**src/rtl/trp_pkg.sv**
```systemverilog
// shared types, constants and register codes for the three-axis rate pid
package trp_pkg;

  // axis count limits and default
  localparam int AXIS_MAX     = 3;
  localparam int AXIS_DEFAULT = 3;
  localparam int AXIS_IW      = 2;

  // configuration register codes and widths
  localparam int CFG_IW = 3;
  localparam int CFG_DW = 48;
  localparam logic [CFG_IW-1:0] CFG_ROLL_GAINS  = 3'd0;
  localparam logic [CFG_IW-1:0] CFG_PITCH_GAINS = 3'd1;
  localparam logic [CFG_IW-1:0] CFG_YAW_GAINS   = 3'd2;
  localparam logic [CFG_IW-1:0] CFG_OUT_LIMIT   = 3'd3;
  localparam logic [CFG_IW-1:0] CFG_INT_LIMIT   = 3'd4;
  localparam logic [CFG_IW-1:0] CFG_DTERM_ALPHA = 3'd5;

  // register reset values
  localparam logic [47:0] GAINS_RP_RESET = 48'd2113217889829;
  localparam logic [47:0] GAINS_Y_RESET  = 48'd3517631889408;
  localparam logic [14:0] OUT_LIMIT_RESET = 15'd11469;
  localparam logic [14:0] INT_LIMIT_RESET = 15'd6554;
  localparam logic [15:0] ALPHA_RESET     = 16'd9830;

  // datapath widths
  localparam int MUL_AW  = 35;
  localparam int MUL_BW  = 22;
  localparam int PROD_W  = MUL_AW + MUL_BW;
  localparam int DIV_NW  = 50;
  localparam int DIV_DW  = 27;

  // arithmetic constants
  localparam logic [MUL_BW-1:0] USEC_PER_SEC = 22'd1000000;
  localparam logic [DIV_DW-1:0] INTEG_DIV    = 27'd128000000;
  localparam logic [DIV_NW-1:0] INTEG_HALF   = 50'd64000000;

  // controller states
  typedef enum logic [3:0] {
    ST_IDLE, ST_DISPATCH, ST_DMUL, ST_DDIV_GO, ST_DDIV_WAIT, ST_FMUL, ST_FUPD,
    ST_PMUL, ST_KDMUL, ST_DTERM, ST_IMUL_E, ST_IMUL_T, ST_IDIV_GO, ST_IDIV_WAIT,
    ST_SUM, ST_DONE
  } state_t;

  // datapath operations
  typedef enum logic [4:0] {
    OP_NONE, OP_LOAD, OP_CLEAR, OP_DMUL, OP_DDIV_GO, OP_DDIV_WAIT, OP_FMUL,
    OP_FUPD, OP_PMUL, OP_KDMUL, OP_DTERM, OP_IMUL_E, OP_IMUL_T, OP_IDIV_GO,
    OP_IDIV_WAIT, OP_SUM, OP_OUT
  } op_t;

  typedef struct packed {
    op_t                op;
    logic [AXIS_IW-1:0] axis;
  } dp_cmd_t;

  typedef struct packed {
    logic div_done;
    logic clear;
    logic dt_zero;
    logic integ;
  } dp_status_t;

  typedef struct packed {
    logic signed [15:0] setpoint_roll;
    logic signed [15:0] setpoint_pitch;
    logic signed [15:0] setpoint_yaw;
    logic signed [15:0] gyro_x;
    logic signed [15:0] gyro_y;
    logic signed [15:0] gyro_z;
    logic        [15:0] dt_us;
    logic               integrate;
    logic               clear;
  } in_beat_t;

endpackage

```
**src/rtl/trp_in_if.sv**
```systemverilog
// input channel: one sample beat of setpoints, gyro rates and flags
interface trp_in_if;
  logic               valid;
  logic               ready;
  logic signed [15:0] setpoint_roll;
  logic signed [15:0] setpoint_pitch;
  logic signed [15:0] setpoint_yaw;
  logic signed [15:0] gyro_x;
  logic signed [15:0] gyro_y;
  logic signed [15:0] gyro_z;
  logic        [15:0] dt_us;
  logic               integrate;
  logic               clear;

  modport source (output valid, setpoint_roll, setpoint_pitch, setpoint_yaw,
                  gyro_x, gyro_y, gyro_z, dt_us, integrate, clear, input ready);
  modport sink   (input valid, setpoint_roll, setpoint_pitch, setpoint_yaw,
                  gyro_x, gyro_y, gyro_z, dt_us, integrate, clear, output ready);
endinterface

```
**src/rtl/trp_out_if.sv**
```systemverilog
// output channel: one beat of three axis commands
interface trp_out_if;
  logic               valid;
  logic               ready;
  logic signed [15:0] cmd_roll;
  logic signed [15:0] cmd_pitch;
  logic signed [15:0] cmd_yaw;

  modport source (output valid, cmd_roll, cmd_pitch, cmd_yaw, input ready);
  modport sink   (input valid, cmd_roll, cmd_pitch, cmd_yaw, output ready);
endinterface

```
**src/rtl/three_axis_rate_pid.sv**
```systemverilog
// three-axis rate pid, top level
// processes one sample at a time; a clear or a zero time step skips the per-axis steps, and
// the integrator steps run only with integrate set
// each axis uses the shared 2-bit-per-cycle divider for its derivative and integrator
// reset (rst, synchronous) restores the register defaults and zeroes axis state
// a finished beat waits in the output register while the next sample is taken
module three_axis_rate_pid #(
  parameter int AXIS_COUNT = trp_pkg::AXIS_DEFAULT
) (
  input  logic                       clk,
  input  logic                       rst,
  trp_in_if.sink                     in_ch,
  trp_out_if.source                  out_ch,
  input  logic                       cfg_we,
  input  logic [trp_pkg::CFG_IW-1:0] cfg_idx,
  input  logic [trp_pkg::CFG_DW-1:0] cfg_wdata
);
  trp_pkg::in_beat_t   in_beat;
  trp_pkg::dp_cmd_t    ctrl_cmd;
  trp_pkg::dp_status_t dp_status;

  // input beat
  assign in_beat.setpoint_roll  = in_ch.setpoint_roll;
  assign in_beat.setpoint_pitch = in_ch.setpoint_pitch;
  assign in_beat.setpoint_yaw   = in_ch.setpoint_yaw;
  assign in_beat.gyro_x         = in_ch.gyro_x;
  assign in_beat.gyro_y         = in_ch.gyro_y;
  assign in_beat.gyro_z         = in_ch.gyro_z;
  assign in_beat.dt_us          = in_ch.dt_us;
  assign in_beat.integrate      = in_ch.integrate;
  assign in_beat.clear          = in_ch.clear;

  trp_ctrl #(.AXIS_COUNT(AXIS_COUNT)) u_ctrl (
    .clk       (clk),
    .rst       (rst),
    .in_valid  (in_ch.valid),
    .in_ready  (in_ch.ready),
    .out_valid (out_ch.valid),
    .out_ready (out_ch.ready),
    .status    (dp_status),
    .cmd       (ctrl_cmd)
  );

  trp_datapath #(.AXIS_COUNT(AXIS_COUNT)) u_dp (
    .clk       (clk),
    .rst       (rst),
    .cfg_we    (cfg_we),
    .cfg_idx   (cfg_idx),
    .cfg_wdata (cfg_wdata),
    .in_beat   (in_beat),
    .cmd       (ctrl_cmd),
    .status    (dp_status),
    .res_roll  (out_ch.cmd_roll),
    .res_pitch (out_ch.cmd_pitch),
    .res_yaw   (out_ch.cmd_yaw)
  );

  // one sample in flight at a time
  a_single_item: assert property (@(posedge clk) disable iff (rst)
    (in_ch.valid && in_ch.ready) |=> !in_ch.ready)
    else $error("input taken while a sample is in flight");

  // divider finishes only while the sequencer waits for it
  a_div_wait: assert property (@(posedge clk) disable iff (rst)
    dp_status.div_done |-> (ctrl_cmd.op == trp_pkg::OP_DDIV_WAIT ||
                            ctrl_cmd.op == trp_pkg::OP_IDIV_WAIT))
    else $error("divider result arrived outside a wait step");

  // output beat appears only after a result load
  a_out_load: assert property (@(posedge clk) disable iff (rst)
    $rose(out_ch.valid) |-> $past(ctrl_cmd.op == trp_pkg::OP_OUT))
    else $error("output valid without a result load");
endmodule

```
**src/rtl/trp_div.sv**
```systemverilog
// unsigned restoring divider, two quotient bits per cycle
module trp_div (
  input  logic                       clk,
  input  logic                       rst,
  input  logic                       start,
  input  logic [trp_pkg::DIV_NW-1:0] dividend,
  input  logic [trp_pkg::DIV_DW-1:0] divisor,
  output logic                       done,
  output logic [trp_pkg::DIV_NW-1:0] quotient
);
  localparam int NW    = trp_pkg::DIV_NW;
  localparam int DW    = trp_pkg::DIV_DW;
  localparam int STEPS = NW / 2;
  localparam int CW    = $clog2(STEPS);

  logic [NW-1:0] quo_sh;
  logic [DW-1:0] rem;
  logic [DW-1:0] dvs;
  logic [CW-1:0] cnt;
  logic          busy;

  logic [DW:0]   r1, r2;
  logic          b1, b2;
  logic [DW-1:0] rem1;

  // two compare-subtract steps
  always_comb begin
    r1 = {rem, quo_sh[NW-1]};
    b1 = (r1 >= {1'b0, dvs});
    if (b1) begin
      r1 = r1 - {1'b0, dvs};
    end
    rem1 = r1[DW-1:0];
    r2 = {rem1, quo_sh[NW-2]};
    b2 = (r2 >= {1'b0, dvs});
    if (b2) begin
      r2 = r2 - {1'b0, dvs};
    end
  end

  // iteration control
  always_ff @(posedge clk) begin
    if (rst) begin
      busy <= 1'b0;
      done <= 1'b0;
      cnt  <= '0;
    end else begin
      done <= 1'b0;
      if (start) begin
        busy <= 1'b1;
        cnt  <= '0;
      end else if (busy) begin
        cnt <= cnt + 1'b1;
        if (cnt == CW'(STEPS - 1)) begin
          busy <= 1'b0;
          done <= 1'b1;
        end
      end
    end
  end

  // operand and partial remainder
  always_ff @(posedge clk) begin
    if (start) begin
      quo_sh <= dividend;
      rem    <= '0;
      dvs    <= divisor;
    end else if (busy) begin
      quo_sh <= {quo_sh[NW-3:0], b1, b2};
      rem    <= r2[DW-1:0];
    end
  end

  assign quotient = quo_sh;
endmodule

```
**src/rtl/trp_datapath.sv**
```systemverilog
// per-axis pid datapath: registers, state, shared multiplier and divider
module trp_datapath #(
  parameter int AXIS_COUNT = trp_pkg::AXIS_DEFAULT
) (
  input  logic                       clk,
  input  logic                       rst,
  input  logic                       cfg_we,
  input  logic [trp_pkg::CFG_IW-1:0] cfg_idx,
  input  logic [trp_pkg::CFG_DW-1:0] cfg_wdata,
  input  trp_pkg::in_beat_t          in_beat,
  input  trp_pkg::dp_cmd_t           cmd,
  output trp_pkg::dp_status_t        status,
  output logic signed [15:0]         res_roll,
  output logic signed [15:0]         res_pitch,
  output logic signed [15:0]         res_yaw
);
  localparam int AW = (AXIS_COUNT > 1) ? $clog2(AXIS_COUNT) : 1;
  localparam int PW = trp_pkg::PROD_W;
  localparam int NW = trp_pkg::DIV_NW;
  localparam int DW = trp_pkg::DIV_DW;

  // configuration registers
  logic [47:0] gains [0:trp_pkg::AXIS_MAX-1];
  logic [14:0] olim;
  logic [14:0] ilim;
  logic [15:0] alpha;

  // latched sample
  logic signed [15:0] sp_q [0:trp_pkg::AXIS_MAX-1];
  logic signed [15:0] gy_q [0:trp_pkg::AXIS_MAX-1];
  logic        [15:0] dt_q;
  logic               integ_q;
  logic               clear_q;

  // axis state
  logic signed [31:0] integ_st [0:AXIS_COUNT-1];
  logic signed [15:0] prev_st  [0:AXIS_COUNT-1];
  logic signed [31:0] filt_st  [0:AXIS_COUNT-1];

  // working registers
  logic signed [PW-1:0] prod;
  logic                 div_neg;
  logic signed [31:0]   d_reg;
  logic signed [29:0]   p_reg;
  logic signed [34:0]   dterm_reg;
  logic signed [15:0]   cmd_w [0:trp_pkg::AXIS_MAX-1];

  logic [AW-1:0]               ax;
  logic [trp_pkg::AXIS_IW-1:0] axg;
  logic signed [16:0]          err;
  logic signed [16:0]          delta;
  logic [15:0]                 kp, ki, kd;
  logic signed [trp_pkg::MUL_AW-1:0] mul_a;
  logic signed [trp_pkg::MUL_BW-1:0] mul_b;
  logic signed [PW-1:0]        prod_next;
  logic [PW-1:0]               prod_mag;
  logic                        div_start;
  logic [NW-1:0]               div_n;
  logic [DW-1:0]               div_d;
  logic                        div_done;
  logic [NW-1:0]               quo;
  logic signed [31:0]          d_sat;
  logic signed [PW-1:0]        f_step;
  logic signed [PW:0]          f_sum;
  logic signed [31:0]          f_new;
  logic signed [PW-1:0]        p_rnd, p_shr;
  logic signed [PW-1:0]        dt_rnd, dt_shr;
  logic signed [33:0]          q_val, i_sum, i_lo, i_hi;
  logic signed [31:0]          i_new;
  logic signed [36:0]          total, o_lo, o_hi;
  logic signed [15:0]          cmd_sat;

  assign ax  = cmd.axis[AW-1:0];
  assign axg = cmd.axis;

  // operand selection
  always_comb begin
    err   = 17'(sp_q[axg]) - 17'(gy_q[axg]);
    delta = 17'(gy_q[axg]) - 17'(prev_st[ax]);
    kp    = gains[axg][47:32];
    ki    = gains[axg][31:16];
    kd    = gains[axg][15:0];
    mul_a = '0;
    mul_b = '0;
    unique case (cmd.op)
      trp_pkg::OP_DMUL: begin
        mul_a = 35'(delta);
        mul_b = $signed(trp_pkg::USEC_PER_SEC);
      end
      trp_pkg::OP_FMUL: begin
        mul_a = 35'(d_reg) - 35'(filt_st[ax]);
        mul_b = $signed({6'd0, alpha});
      end
      trp_pkg::OP_PMUL: begin
        mul_a = 35'(err);
        mul_b = $signed({6'd0, kp});
      end
      trp_pkg::OP_KDMUL: begin
        mul_a = 35'(filt_st[ax]);
        mul_b = $signed({6'd0, kd});
      end
      trp_pkg::OP_IMUL_E: begin
        mul_a = 35'(err);
        mul_b = $signed({6'd0, ki});
      end
      trp_pkg::OP_IMUL_T: begin
        mul_a = prod[34:0];
        mul_b = $signed({6'd0, dt_q});
      end
      default: begin
        mul_a = '0;
        mul_b = '0;
      end
    endcase
    prod_next = PW'(mul_a) * PW'(mul_b);
  end

  // divider operands
  always_comb begin
    prod_mag  = prod[PW-1] ? PW'(-prod) : PW'(prod);
    div_start = (cmd.op == trp_pkg::OP_DDIV_GO) || (cmd.op == trp_pkg::OP_IDIV_GO);
    if (cmd.op == trp_pkg::OP_DDIV_GO) begin
      div_n = prod_mag[NW-1:0];
      div_d = {{(DW-16){1'b0}}, dt_q};
    end else begin
      div_n = prod_mag[NW-1:0] + trp_pkg::INTEG_HALF;
      div_d = trp_pkg::INTEG_DIV;
    end
  end

  trp_div u_div (
    .clk      (clk),
    .rst      (rst),
    .start    (div_start),
    .dividend (div_n),
    .divisor  (div_d),
    .done     (div_done),
    .quotient (quo)
  );

  // derivative saturation, filter, rounding and clamps
  always_comb begin
    if (!div_neg) begin
      d_sat = (quo > NW'(32'h7fffffff)) ? 32'sh7fffffff : $signed(quo[31:0]);
    end else begin
      d_sat = (quo > NW'(33'h080000000)) ? 32'sh80000000 : $signed(-quo[31:0]);
    end
    f_step = prod >>> 16;
    f_sum  = (PW+1)'(filt_st[ax]) + (PW+1)'(f_step);
    if (f_sum > (PW+1)'(32'sh7fffffff)) begin
      f_new = 32'sh7fffffff;
    end else if (f_sum < (PW+1)'(32'sh80000000)) begin
      f_new = 32'sh80000000;
    end else begin
      f_new = f_sum[31:0];
    end
    p_rnd  = prod + PW'(64);
    p_shr  = p_rnd >>> 7;
    dt_rnd = prod + PW'(16384);
    dt_shr = dt_rnd >>> 15;
    q_val  = $signed({10'd0, quo[23:0]});
    i_sum  = 34'(integ_st[ax]) + (div_neg ? -q_val : q_val);
    i_hi   = $signed({19'd0, ilim});
    i_lo   = -i_hi;
    if (i_sum > i_hi) begin
      i_new = i_hi[31:0];
    end else if (i_sum < i_lo) begin
      i_new = i_lo[31:0];
    end else begin
      i_new = i_sum[31:0];
    end
    total = 37'(p_reg) + 37'(integ_st[ax]) - 37'(dterm_reg);
    o_hi  = $signed({22'd0, olim});
    o_lo  = -o_hi;
    if (total > o_hi) begin
      cmd_sat = o_hi[15:0];
    end else if (total < o_lo) begin
      cmd_sat = o_lo[15:0];
    end else begin
      cmd_sat = total[15:0];
    end
  end

  // configuration writes
  always_ff @(posedge clk) begin
    if (rst) begin
      gains[0] <= trp_pkg::GAINS_RP_RESET;
      gains[1] <= trp_pkg::GAINS_RP_RESET;
      gains[2] <= trp_pkg::GAINS_Y_RESET;
      olim     <= trp_pkg::OUT_LIMIT_RESET;
      ilim     <= trp_pkg::INT_LIMIT_RESET;
      alpha    <= trp_pkg::ALPHA_RESET;
    end else if (cfg_we) begin
      unique case (cfg_idx)
        trp_pkg::CFG_ROLL_GAINS:  gains[0] <= cfg_wdata;
        trp_pkg::CFG_PITCH_GAINS: gains[1] <= cfg_wdata;
        trp_pkg::CFG_YAW_GAINS:   gains[2] <= cfg_wdata;
        trp_pkg::CFG_OUT_LIMIT:   olim     <= cfg_wdata[14:0];
        trp_pkg::CFG_INT_LIMIT:   ilim     <= cfg_wdata[14:0];
        trp_pkg::CFG_DTERM_ALPHA: alpha    <= cfg_wdata[15:0];
        default: ;
      endcase
    end
  end

  // axis state
  always_ff @(posedge clk) begin
    if (rst) begin
      for (int i = 0; i < AXIS_COUNT; i++) begin
        integ_st[i] <= '0;
        prev_st[i]  <= '0;
        filt_st[i]  <= '0;
      end
    end else begin
      unique case (cmd.op)
        trp_pkg::OP_CLEAR: begin
          for (int i = 0; i < AXIS_COUNT; i++) begin
            integ_st[i] <= '0;
            prev_st[i]  <= '0;
            filt_st[i]  <= '0;
          end
        end
        trp_pkg::OP_FUPD: begin
          filt_st[ax] <= f_new;
          prev_st[ax] <= gy_q[axg];
        end
        trp_pkg::OP_DTERM: begin
          if (!integ_q) begin
            integ_st[ax] <= '0;
          end
        end
        trp_pkg::OP_IDIV_WAIT: begin
          if (div_done) begin
            integ_st[ax] <= i_new;
          end
        end
        default: ;
      endcase
    end
  end

  // sample latch, working registers and result beat
  always_ff @(posedge clk) begin
    unique case (cmd.op)
      trp_pkg::OP_LOAD: begin
        sp_q[0] <= in_beat.setpoint_roll;
        sp_q[1] <= in_beat.setpoint_pitch;
        sp_q[2] <= in_beat.setpoint_yaw;
        gy_q[0] <= in_beat.gyro_x;
        gy_q[1] <= in_beat.gyro_y;
        gy_q[2] <= in_beat.gyro_z;
        dt_q    <= in_beat.dt_us;
        integ_q <= in_beat.integrate;
        clear_q <= in_beat.clear;
        for (int i = 0; i < trp_pkg::AXIS_MAX; i++) begin
          cmd_w[i] <= '0;
        end
      end
      trp_pkg::OP_DMUL, trp_pkg::OP_FMUL, trp_pkg::OP_PMUL, trp_pkg::OP_IMUL_E,
      trp_pkg::OP_IMUL_T: begin
        prod <= prod_next;
      end
      trp_pkg::OP_KDMUL: begin
        p_reg <= p_shr[29:0];
        prod  <= prod_next;
      end
      trp_pkg::OP_DTERM: begin
        dterm_reg <= dt_shr[34:0];
      end
      trp_pkg::OP_DDIV_GO, trp_pkg::OP_IDIV_GO: begin
        div_neg <= prod[PW-1];
      end
      trp_pkg::OP_DDIV_WAIT: begin
        if (div_done) begin
          d_reg <= d_sat;
        end
      end
      trp_pkg::OP_SUM: begin
        cmd_w[axg] <= cmd_sat;
      end
      trp_pkg::OP_OUT: begin
        res_roll  <= cmd_w[0];
        res_pitch <= cmd_w[1];
        res_yaw   <= cmd_w[2];
      end
      default: ;
    endcase
  end

  // status to the controller
  assign status.div_done = div_done;
  assign status.clear    = clear_q;
  assign status.dt_zero  = (dt_q == '0);
  assign status.integ    = integ_q;
endmodule

```
**src/rtl/trp_ctrl.sv**
```systemverilog
// sequencer: steps each axis through the shared multiplier and divider
module trp_ctrl #(
  parameter int AXIS_COUNT = trp_pkg::AXIS_DEFAULT
) (
  input  logic                clk,
  input  logic                rst,
  input  logic                in_valid,
  output logic                in_ready,
  output logic                out_valid,
  input  logic                out_ready,
  input  trp_pkg::dp_status_t status,
  output trp_pkg::dp_cmd_t    cmd
);
  localparam int AW = (AXIS_COUNT > 1) ? $clog2(AXIS_COUNT) : 1;
  localparam logic [AW-1:0] LAST = AW'(AXIS_COUNT - 1);

  trp_pkg::state_t state, state_next;
  logic [AW-1:0]   axis;
  logic            out_free;

  assign out_free = !out_valid || out_ready;

  // state, axis counter and output valid
  always_ff @(posedge clk) begin
    if (rst) begin
      state     <= trp_pkg::ST_IDLE;
      axis      <= '0;
      out_valid <= 1'b0;
    end else begin
      state <= state_next;
      if (state == trp_pkg::ST_DISPATCH) begin
        axis <= '0;
      end else if (state == trp_pkg::ST_SUM && axis != LAST) begin
        axis <= axis + 1'b1;
      end
      if (state == trp_pkg::ST_DONE && out_free) begin
        out_valid <= 1'b1;
      end else if (out_ready) begin
        out_valid <= 1'b0;
      end
    end
  end

  // next state
  always_comb begin
    state_next = state;
    unique case (state)
      trp_pkg::ST_IDLE:      if (in_valid) state_next = trp_pkg::ST_DISPATCH;
      trp_pkg::ST_DISPATCH: begin
        if (status.clear || status.dt_zero) begin
          state_next = trp_pkg::ST_DONE;
        end else begin
          state_next = trp_pkg::ST_DMUL;
        end
      end
      trp_pkg::ST_DMUL:      state_next = trp_pkg::ST_DDIV_GO;
      trp_pkg::ST_DDIV_GO:   state_next = trp_pkg::ST_DDIV_WAIT;
      trp_pkg::ST_DDIV_WAIT: if (status.div_done) state_next = trp_pkg::ST_FMUL;
      trp_pkg::ST_FMUL:      state_next = trp_pkg::ST_FUPD;
      trp_pkg::ST_FUPD:      state_next = trp_pkg::ST_PMUL;
      trp_pkg::ST_PMUL:      state_next = trp_pkg::ST_KDMUL;
      trp_pkg::ST_KDMUL:     state_next = trp_pkg::ST_DTERM;
      trp_pkg::ST_DTERM: begin
        state_next = status.integ ? trp_pkg::ST_IMUL_E : trp_pkg::ST_SUM;
      end
      trp_pkg::ST_IMUL_E:    state_next = trp_pkg::ST_IMUL_T;
      trp_pkg::ST_IMUL_T:    state_next = trp_pkg::ST_IDIV_GO;
      trp_pkg::ST_IDIV_GO:   state_next = trp_pkg::ST_IDIV_WAIT;
      trp_pkg::ST_IDIV_WAIT: if (status.div_done) state_next = trp_pkg::ST_SUM;
      trp_pkg::ST_SUM: begin
        state_next = (axis == LAST) ? trp_pkg::ST_DONE : trp_pkg::ST_DMUL;
      end
      trp_pkg::ST_DONE:      if (out_free) state_next = trp_pkg::ST_IDLE;
      default:               state_next = trp_pkg::ST_IDLE;
    endcase
  end

  // commands to the datapath
  always_comb begin
    in_ready = (state == trp_pkg::ST_IDLE);
    cmd.axis = trp_pkg::AXIS_IW'(axis);
    cmd.op   = trp_pkg::OP_NONE;
    unique case (state)
      trp_pkg::ST_IDLE:      cmd.op = in_valid ? trp_pkg::OP_LOAD : trp_pkg::OP_NONE;
      trp_pkg::ST_DISPATCH:  cmd.op = status.clear ? trp_pkg::OP_CLEAR : trp_pkg::OP_NONE;
      trp_pkg::ST_DMUL:      cmd.op = trp_pkg::OP_DMUL;
      trp_pkg::ST_DDIV_GO:   cmd.op = trp_pkg::OP_DDIV_GO;
      trp_pkg::ST_DDIV_WAIT: cmd.op = trp_pkg::OP_DDIV_WAIT;
      trp_pkg::ST_FMUL:      cmd.op = trp_pkg::OP_FMUL;
      trp_pkg::ST_FUPD:      cmd.op = trp_pkg::OP_FUPD;
      trp_pkg::ST_PMUL:      cmd.op = trp_pkg::OP_PMUL;
      trp_pkg::ST_KDMUL:     cmd.op = trp_pkg::OP_KDMUL;
      trp_pkg::ST_DTERM:     cmd.op = trp_pkg::OP_DTERM;
      trp_pkg::ST_IMUL_E:    cmd.op = trp_pkg::OP_IMUL_E;
      trp_pkg::ST_IMUL_T:    cmd.op = trp_pkg::OP_IMUL_T;
      trp_pkg::ST_IDIV_GO:   cmd.op = trp_pkg::OP_IDIV_GO;
      trp_pkg::ST_IDIV_WAIT: cmd.op = trp_pkg::OP_IDIV_WAIT;
      trp_pkg::ST_SUM:       cmd.op = trp_pkg::OP_SUM;
      trp_pkg::ST_DONE:      cmd.op = out_free ? trp_pkg::OP_OUT : trp_pkg::OP_NONE;
      default:               cmd.op = trp_pkg::OP_NONE;
    endcase
  end
endmodule

```
**src/flat_wrapper.sv**
```systemverilog
// flat-port wrapper written by rule: the top's interface ports become plain ports
module three_axis_rate_pid_flat 
#(
  parameter int AXIS_COUNT = trp_pkg::AXIS_DEFAULT
)
  (clk, rst, cfg_we, cfg_idx, cfg_wdata, in_ch_valid, in_ch_setpoint_roll, in_ch_setpoint_pitch, in_ch_setpoint_yaw, in_ch_gyro_x, in_ch_gyro_y, in_ch_gyro_z, in_ch_dt_us, in_ch_integrate, in_ch_clear, in_ch_ready, out_ch_valid, out_ch_cmd_roll, out_ch_cmd_pitch, out_ch_cmd_yaw, out_ch_ready);
  trp_in_if in_ch_i ();
  trp_out_if out_ch_i ();
  input  logic clk;
  input  logic rst;
  input  logic cfg_we;
  input  logic [trp_pkg::CFG_IW-1:0] cfg_idx;
  input  logic [trp_pkg::CFG_DW-1:0] cfg_wdata;
  input wire logic [$bits(in_ch_i.valid)-1:0] in_ch_valid;
  input wire logic [$bits(in_ch_i.setpoint_roll)-1:0] in_ch_setpoint_roll;
  input wire logic [$bits(in_ch_i.setpoint_pitch)-1:0] in_ch_setpoint_pitch;
  input wire logic [$bits(in_ch_i.setpoint_yaw)-1:0] in_ch_setpoint_yaw;
  input wire logic [$bits(in_ch_i.gyro_x)-1:0] in_ch_gyro_x;
  input wire logic [$bits(in_ch_i.gyro_y)-1:0] in_ch_gyro_y;
  input wire logic [$bits(in_ch_i.gyro_z)-1:0] in_ch_gyro_z;
  input wire logic [$bits(in_ch_i.dt_us)-1:0] in_ch_dt_us;
  input wire logic [$bits(in_ch_i.integrate)-1:0] in_ch_integrate;
  input wire logic [$bits(in_ch_i.clear)-1:0] in_ch_clear;
  output wire logic [$bits(in_ch_i.ready)-1:0] in_ch_ready;
  output wire logic [$bits(out_ch_i.valid)-1:0] out_ch_valid;
  output wire logic [$bits(out_ch_i.cmd_roll)-1:0] out_ch_cmd_roll;
  output wire logic [$bits(out_ch_i.cmd_pitch)-1:0] out_ch_cmd_pitch;
  output wire logic [$bits(out_ch_i.cmd_yaw)-1:0] out_ch_cmd_yaw;
  input wire logic [$bits(out_ch_i.ready)-1:0] out_ch_ready;
  assign in_ch_i.valid = in_ch_valid;
  assign in_ch_i.setpoint_roll = in_ch_setpoint_roll;
  assign in_ch_i.setpoint_pitch = in_ch_setpoint_pitch;
  assign in_ch_i.setpoint_yaw = in_ch_setpoint_yaw;
  assign in_ch_i.gyro_x = in_ch_gyro_x;
  assign in_ch_i.gyro_y = in_ch_gyro_y;
  assign in_ch_i.gyro_z = in_ch_gyro_z;
  assign in_ch_i.dt_us = in_ch_dt_us;
  assign in_ch_i.integrate = in_ch_integrate;
  assign in_ch_i.clear = in_ch_clear;
  assign in_ch_ready = in_ch_i.ready;
  assign out_ch_valid = out_ch_i.valid;
  assign out_ch_cmd_roll = out_ch_i.cmd_roll;
  assign out_ch_cmd_pitch = out_ch_i.cmd_pitch;
  assign out_ch_cmd_yaw = out_ch_i.cmd_yaw;
  assign out_ch_i.ready = out_ch_ready;
  three_axis_rate_pid #(.AXIS_COUNT(AXIS_COUNT)) u_core (.clk(clk), .rst(rst), .in_ch(in_ch_i), .out_ch(out_ch_i), .cfg_we(cfg_we), .cfg_idx(cfg_idx), .cfg_wdata(cfg_wdata));
endmodule
```
**config.mk**
```make
export PLATFORM = sky130hd
export DESIGN_NAME = three_axis_rate_pid_flat
export DESIGN_NICKNAME = d
export VERILOG_FILES = /design/src/rtl/trp_pkg.sv /design/src/rtl/trp_in_if.sv /design/src/rtl/trp_out_if.sv /design/src/rtl/three_axis_rate_pid.sv /design/src/rtl/trp_div.sv /design/src/rtl/trp_datapath.sv /design/src/rtl/trp_ctrl.sv /design/src/flat_wrapper.sv
export SDC_FILE = /design/constraint.sdc
export NUM_CORES = 2
export LEC_CHECK = 0
export BUFFER_PORTS_ARGS = -buffer_cell sky130_fd_sc_hd__clkbuf_2
export CORE_UTILIZATION = 48
export DETAILED_ROUTE_END_ITERATION = 6
export GPL_ROUTABILITY_DRIVEN = 0
export PLACE_DENSITY = 0.69
export SYNTH_ARGS = -nofsm -noshare
export SYNTH_HDL_FRONTEND = slang
export SYNTH_SLANG_ARGS = --single-unit
export TNS_END_PERCENT = 1
```
**constraint.sdc**
```tcl
create_clock -name clk -period 14.55 [get_ports clk]
set_input_delay 2.1825 -clock clk [delete_from_list [all_inputs] [get_ports clk]]
set_output_delay 2.1825 -clock clk [all_outputs]
set_load 0.1 [all_outputs]
```
# After elaboration in Yosys (flattened, before gate mapping)
# Memory sizes are Yosys's and may differ from the RTL's. A register that Yosys moved wholly into a read port is not among the register bits.
# Cells that the tools add are included.
totals:
  ff_bits: 336
  output_inout_bits: 50
  n_memories: 7
  ramBits: 528
  in_bits: 170
mem_list:
  columns: ["memory", "depth", "word_bits", "read_ports", "rd_ports_with_merged_regs", "wr", "line_no", "source"]
  rows:
  - ["u_core.u_dp.gains", 3, 48, 1, 1, 3, "trp_datapath.sv:23", "logic [47:0] gains [0:trp_pkg::AXIS_MAX-1];"]
  - ["u_core.u_dp.filt_st", 3, 32, 1, 1, 3, "trp_datapath.sv:38", "logic signed [31:0] filt_st [0:AXIS_COUNT-1];"]
  - ["u_core.u_dp.integ_st", 3, 32, 1, 1, 3, "trp_datapath.sv:36", "logic signed [31:0] integ_st [0:AXIS_COUNT-1];"]
  - ["u_core.u_dp.cmd_w", 3, 16, 3, 3, 3, "trp_datapath.sv:46", "logic signed [15:0] cmd_w [0:trp_pkg::AXIS_MAX-1];"]
  - ["u_core.u_dp.gy_q", 3, 16, 1, 1, 3, "trp_datapath.sv:30", "logic signed [15:0] gy_q [0:trp_pkg::AXIS_MAX-1];"]
  - ["u_core.u_dp.prev_st", 3, 16, 1, 1, 3, "trp_datapath.sv:37", "logic signed [15:0] prev_st [0:AXIS_COUNT-1];"]
  - ["+1 memories", null, null, null, null, null, null, null]
op_classes:
  multipliers: 1
  add_sub_neg: 19
  n_reduce_logical: 26
  n_mux: 106
  n_lt_le_gt_ge: 10
  eq_ne: 43
  bitwise: 14
op_table:
  columns: ["operator", "n"]
  rows:
  - ["two-way mux 32 bit", 16]
  - ["two-way mux 50 bit", 4]
  - ["one-hot mux 35 bit (5 select lines)", 1]
  - ["two-way mux 48 bit", 3]
  - ["one-hot mux 20 bit (6 select lines)", 1]
  - ["two-way mux 16 bit", 7]
  - ["two-way mux 27 bit", 3]
  - ["one-hot mux 5 bit (16 select lines)", 1]
  - ["one-hot mux 4 bit (16 select lines)", 1]
  - ["OR reduction 32 bit", 2]
  - ["greater-or-equal comparator 28 x 27 -> 1 bit", 2]
  - ["multiplier 35 x 21 -> 56 bit", 1]
  - ["subtractor 27 bit", 2]
  - ["adder 50 x 16 -> 50 bit, second input constant", 1]
  - ["adder 50 x 26 -> 50 bit, second input constant", 1]
  - ["greater-than comparator 50 x 31 -> 1 bit, second input constant", 1]
  - ["greater-than comparator 50 x 32 -> 1 bit, second input constant", 1]
  - ["negator 50 bit", 1]
  - ["two-way mux 1 bit", 43]
  - ["greater-than comparator 42 x 32 -> 1 bit, second input constant", 1]
  - ["< comparator 42 x 32 -> 1 bit, second input constant", 1]
  - ["adder 32 x 40 -> 41 bit", 1]
  - ["equality test 5 x 4 -> 1 bit, second input constant", 8]
  - ["adder 37 x 8 -> 37 bit, second input constant", 1]
  - ["48 further kinds", 115]

# Depth between registers and ports, before layout
logic_depth:
  word_depth: 11
  ltp_mapped: 52
  mapped_depth_nobuf: 44

# Modules after synthesis
# Synthesis repeated with hierarchy kept, for this count alone.
unflattened:
  cells_unflattened: 8558
  hier_area_um2: 85100.4
by_module_without_submodules:
  columns: ["module", "seq_area_each_um2", "cells_per_inst", "area_each_um2", "instances"]
  rows:
  - ["trp_datapath", 25784.7, 7706, 76726.1, 1]
  - ["trp_div", 2992.9, 769, 7726.2, 1]
  - ["trp_ctrl", 140.1, 83, 648.1, 1]

# Worst setup path before layout
# OpenSTA, ideal clock, no wires.
synth_timing:
  path_type: "reg2reg"
  start: "register (tool-made name)"
  end: "register, netlist name u_core.u_dp.prod[55]"
  slack_ps: 1306
  t_required_ps: 14290
  path_buffers: 7
  synth_period_minus_slack_ps: 13244
  arrival_time_ps: 12984
  stages_incl_launch_ff: 48
  path_cell_list: "dfxtp_1 clkbuf_1 buf_2 buf_2 clkbuf_1 clkbuf_1 buf_1 mux2i_1 nor2_1 a21oi_1 inv_1 ha_1 nor2b_1 o21ai_0 a21boi_0 o21ai_0 a31oi_1 a221oi_1 [... 12 more ...] fa_1 inv_1 fa_1 fa_1 fa_1 inv_1 fa_1 inv_1 ha_1 and2_1 nand3_1 o41ai_1 a41oi_1 or3_1 a311oi_1 a211o_1 a21oi_1 xnor2_1"

==> out/summary.txt <==
run status = finished with violations
failing checks = DRC
largest family of logic cells by synthesized area = adder cells
Maximum Capacitance Violations = 0
CTS sink cnt = 984
Post-Route WL = 245 mm
Setup WS pre-CTS = 0.687 ns
maximum fanout along the worst path = 77
pwr/cell area = 189 nW/µm²
Req. time, crit path = 15.02 ns
sequential area share after synthesis = 34.3%
postcts setup bufs = 0
row count = 152
most common cell after layout, fill and taps aside = inv_1
yosys warns = 0
CP delay by family, top = adder cells
Clock Skews = 0.0455 ns
synthesized area = 83600 µm²
Port Buffers = 219
dpl cell area = 87100 µm²
post-route insts no fill = 10977
Setup Crit Path Kind = register to register
post-CTS sizing = 0
via-per-instance ratio = 5.89
final setup margin = 0.959 ns
final-report max-slew violation count = 0
1st-iter DRT viols = 6997
Max Freq = 73.6 MHz
max reg flops = 144
final setup vio count = 0
dpl cells = 10787
Compound-Gate Fraction of Synth Area = 11.7%
static leakage = 38.7 nW
clock buffer depth = 3
first-pass iteration count of the detailed router = 7
die area = 176000 µm²
CTS H-tree lvls = 3
initial antenna violation count = 8
WL/cell = 22.4 µm
Synth Flop Type = edfxtp_1
All-Layer GR Usage = 27.9%
hold wc startpoint = u_core.u_dp.cmd_w[2][14]
area delta synth->final = 8.20%
share of layout cells above drive strength 1 = 7.60%
post-DP HPWL = 188 mm
Post-Synth Simple-Gate Area = 14.5%
filler instances = 15326
Post-synth EDFFs = 895
final period utilization = 93.4%
max incr delay on CP = 0.83 ns
buffer and inverter count on the worst path = 11
fin area = 90500 µm²
Reg with most FFs = u_core.u_dp.gains
Logic pwr share = 59.5%
CTS Buf Count = 101
core area = 172000 µm²
XOR/XNOR share of the synthesized area = 4.53%
Avg Cell Area, Syn = 9.78 µm²
depth of the most critical reg-to-reg path = 44
Startpoint Class = register
Slew HR = 15.9%
commonest non-fill, non-tap cells in the layout = inv_1 (1217), edfxtp_1 (895), nand2_1 (890), fa_1 (708), nor2_1 (705)
CTS tree = built
hold path cells = 0
Distinct cells, synth = 95
Tmin final = 13.59 ns
chip height = 419 µm
Initial Util = 48.5%
Die W = 419 µm
FF-to-FF setup slack = 0.96 ns
worst reg2reg path endpoint = u_core.u_dp.prod[54]
share of power burned in the clock network = 15.3%
RSZ-0062 raised after global routing = false
Power Internal = 8.96 mW
proportion of synthesized area in mux cells = 3.49%
Synth Instances = 8545
final hold vios = 0
Worst Hold End = out_ch_cmd_yaw[14]
I/O Pins = 220
vias in the first global route = 64746
Post-Synth Adder-Cell Area = 24.2%
setup TNS = 0 ns
clock latency on the worst-skew pair = 0.74 ns
switching share of power = 47.8%
Seq pwr share = 25.3%
Worst Hold Class = register to register
Final nets = 9940
crit path DAT = 14.06 ns
leading registers by flop count = u_core.u_dp.gains x144, u_core.u_dp.filt_st x128, u_core.u_dp.integ_st x128
CP max stage cell = dfxtp_4
Final ANT Viol Nets = 0
FF+latch count, synth = 984
clk slew on worst S/H paths = 0.06 ns
asr flop ratio synth = 0%
Worst Tran Pin Value = 1.26 ns
Sw Pwr = 8.19 mW
Root Driver = clkbuf_16
hold slack = 0.414 ns
routed via count = 64688
peak supply drop = 0.000140 V
residual DRC count = 34
hold buffers post-CTS = 0
global-route wire length before repair = 377 mm
largest net degree at the start of global routing = 78
gr ovfl total = 0
Crit. End Element = register
==> worst max path at each step <==
stage / from / endpoint / slack [ns] / depth (start not counted)
final: register / u_core.u_dp.prod[54] / 0.96 / 44
after global routing: register / u_core.u_dp.prod[55] / 0.10 / 39
after CTS: register / u_core.u_dp.prod[54] / 0.65 / 41
after detailed placement: register / u_core.u_dp.prod[54] / 0.69 / 41
after global placement: register / u_core.u_dp.prod[54] / 0.93 / 41
after floorplan: register / u_core.u_dp.prod[55] / 1.31 / 47
==> cell families after synthesis <==
logic type | count (synthesis)
AOI/OAI and AO/OA | 1531
other | 1
and+or+nand+nor | 2590
xor gates and xnor gates | 432
muxes | 191
buffers and inverters | 1626
adders and majority gates | 1190
DFF | 984
==> power groups by stage <==
stage / Clock, mW / Sequential [mW] / Combinational, mW
6_report: 2.62 / 4.33 / 10.2
3_5_place_dp: 0 / 4.36 / 9.98
4_1_cts: 2.64 / 4.30 / 10.0
3_3_place_gp: 0 / 4.34 / 9.75
5_1_grt: 2.75 / 4.36 / 11.2
2_1_floorplan: 0 / 4.07 / 7.44
==> cell usage after synthesis (all sizes together) (138+ instances only) <==
master / instances / area (µm²)
xor2: 163 / 1430
fa: 708 / 14200
a21oi: 467 / 2340
and2: 196 / 1230
nor2: 709 / 2660
clkbuf: 359 / 1350
nor3: 138 / 707
inv: 1222 / 4590
xnor2: 269 / 2360
nand2: 896 / 3360
a21o: 151 / 1130
edfxtp: 895 / 26900
ha: 482 / 6030
o21ai: 325 / 1630
==> worst register-to-register path: cells and delay by family, from the launching register on <==
kind	cells	cell delay (ns)
DFF	1	0.83
xor gates and xnor gates	1	0.10
and+or+nand+nor	6	1.65
AOI/OAI and AO/OA	17	4.30
buffers and inverters	11	2.01
adders and majority gates	9	4.45
==> layout make-up <==
class	count	area [µm²]	share of cell area (%)
timing repair buffer	326	1930	2.14
antenna	4	10.0	0.0111
clock buffer	128	2680	2.96
inverter	1223	4600	5.08
sequential	984	28700	31.7
multi-input combinational	5944	49100	54.2
clock inverter	58	613	0.678
tap	2310	2890	3.20
==> per-stage QoR <==
step	power [mW]	utilization, %
2_1_floorplan	11.5	-
3_3_place_gp	14.1	50.6
3_5_place_dp	14.3	50.6
4_1_cts	17.0	52.5
5_1_grt	18.3	52.5
6_report	17.1	52.5
==> metal layers <==
layer	GRT usage, %	wire [µm]	vias to the layer above
met5	0	24	-
met4	11.2	10700	4
met3	5.97	24900	588
met2	45.1	113000	3278
met1	36.5	96800	31787
li1	-	-	29031
Power figures use the tool's default switching activity.
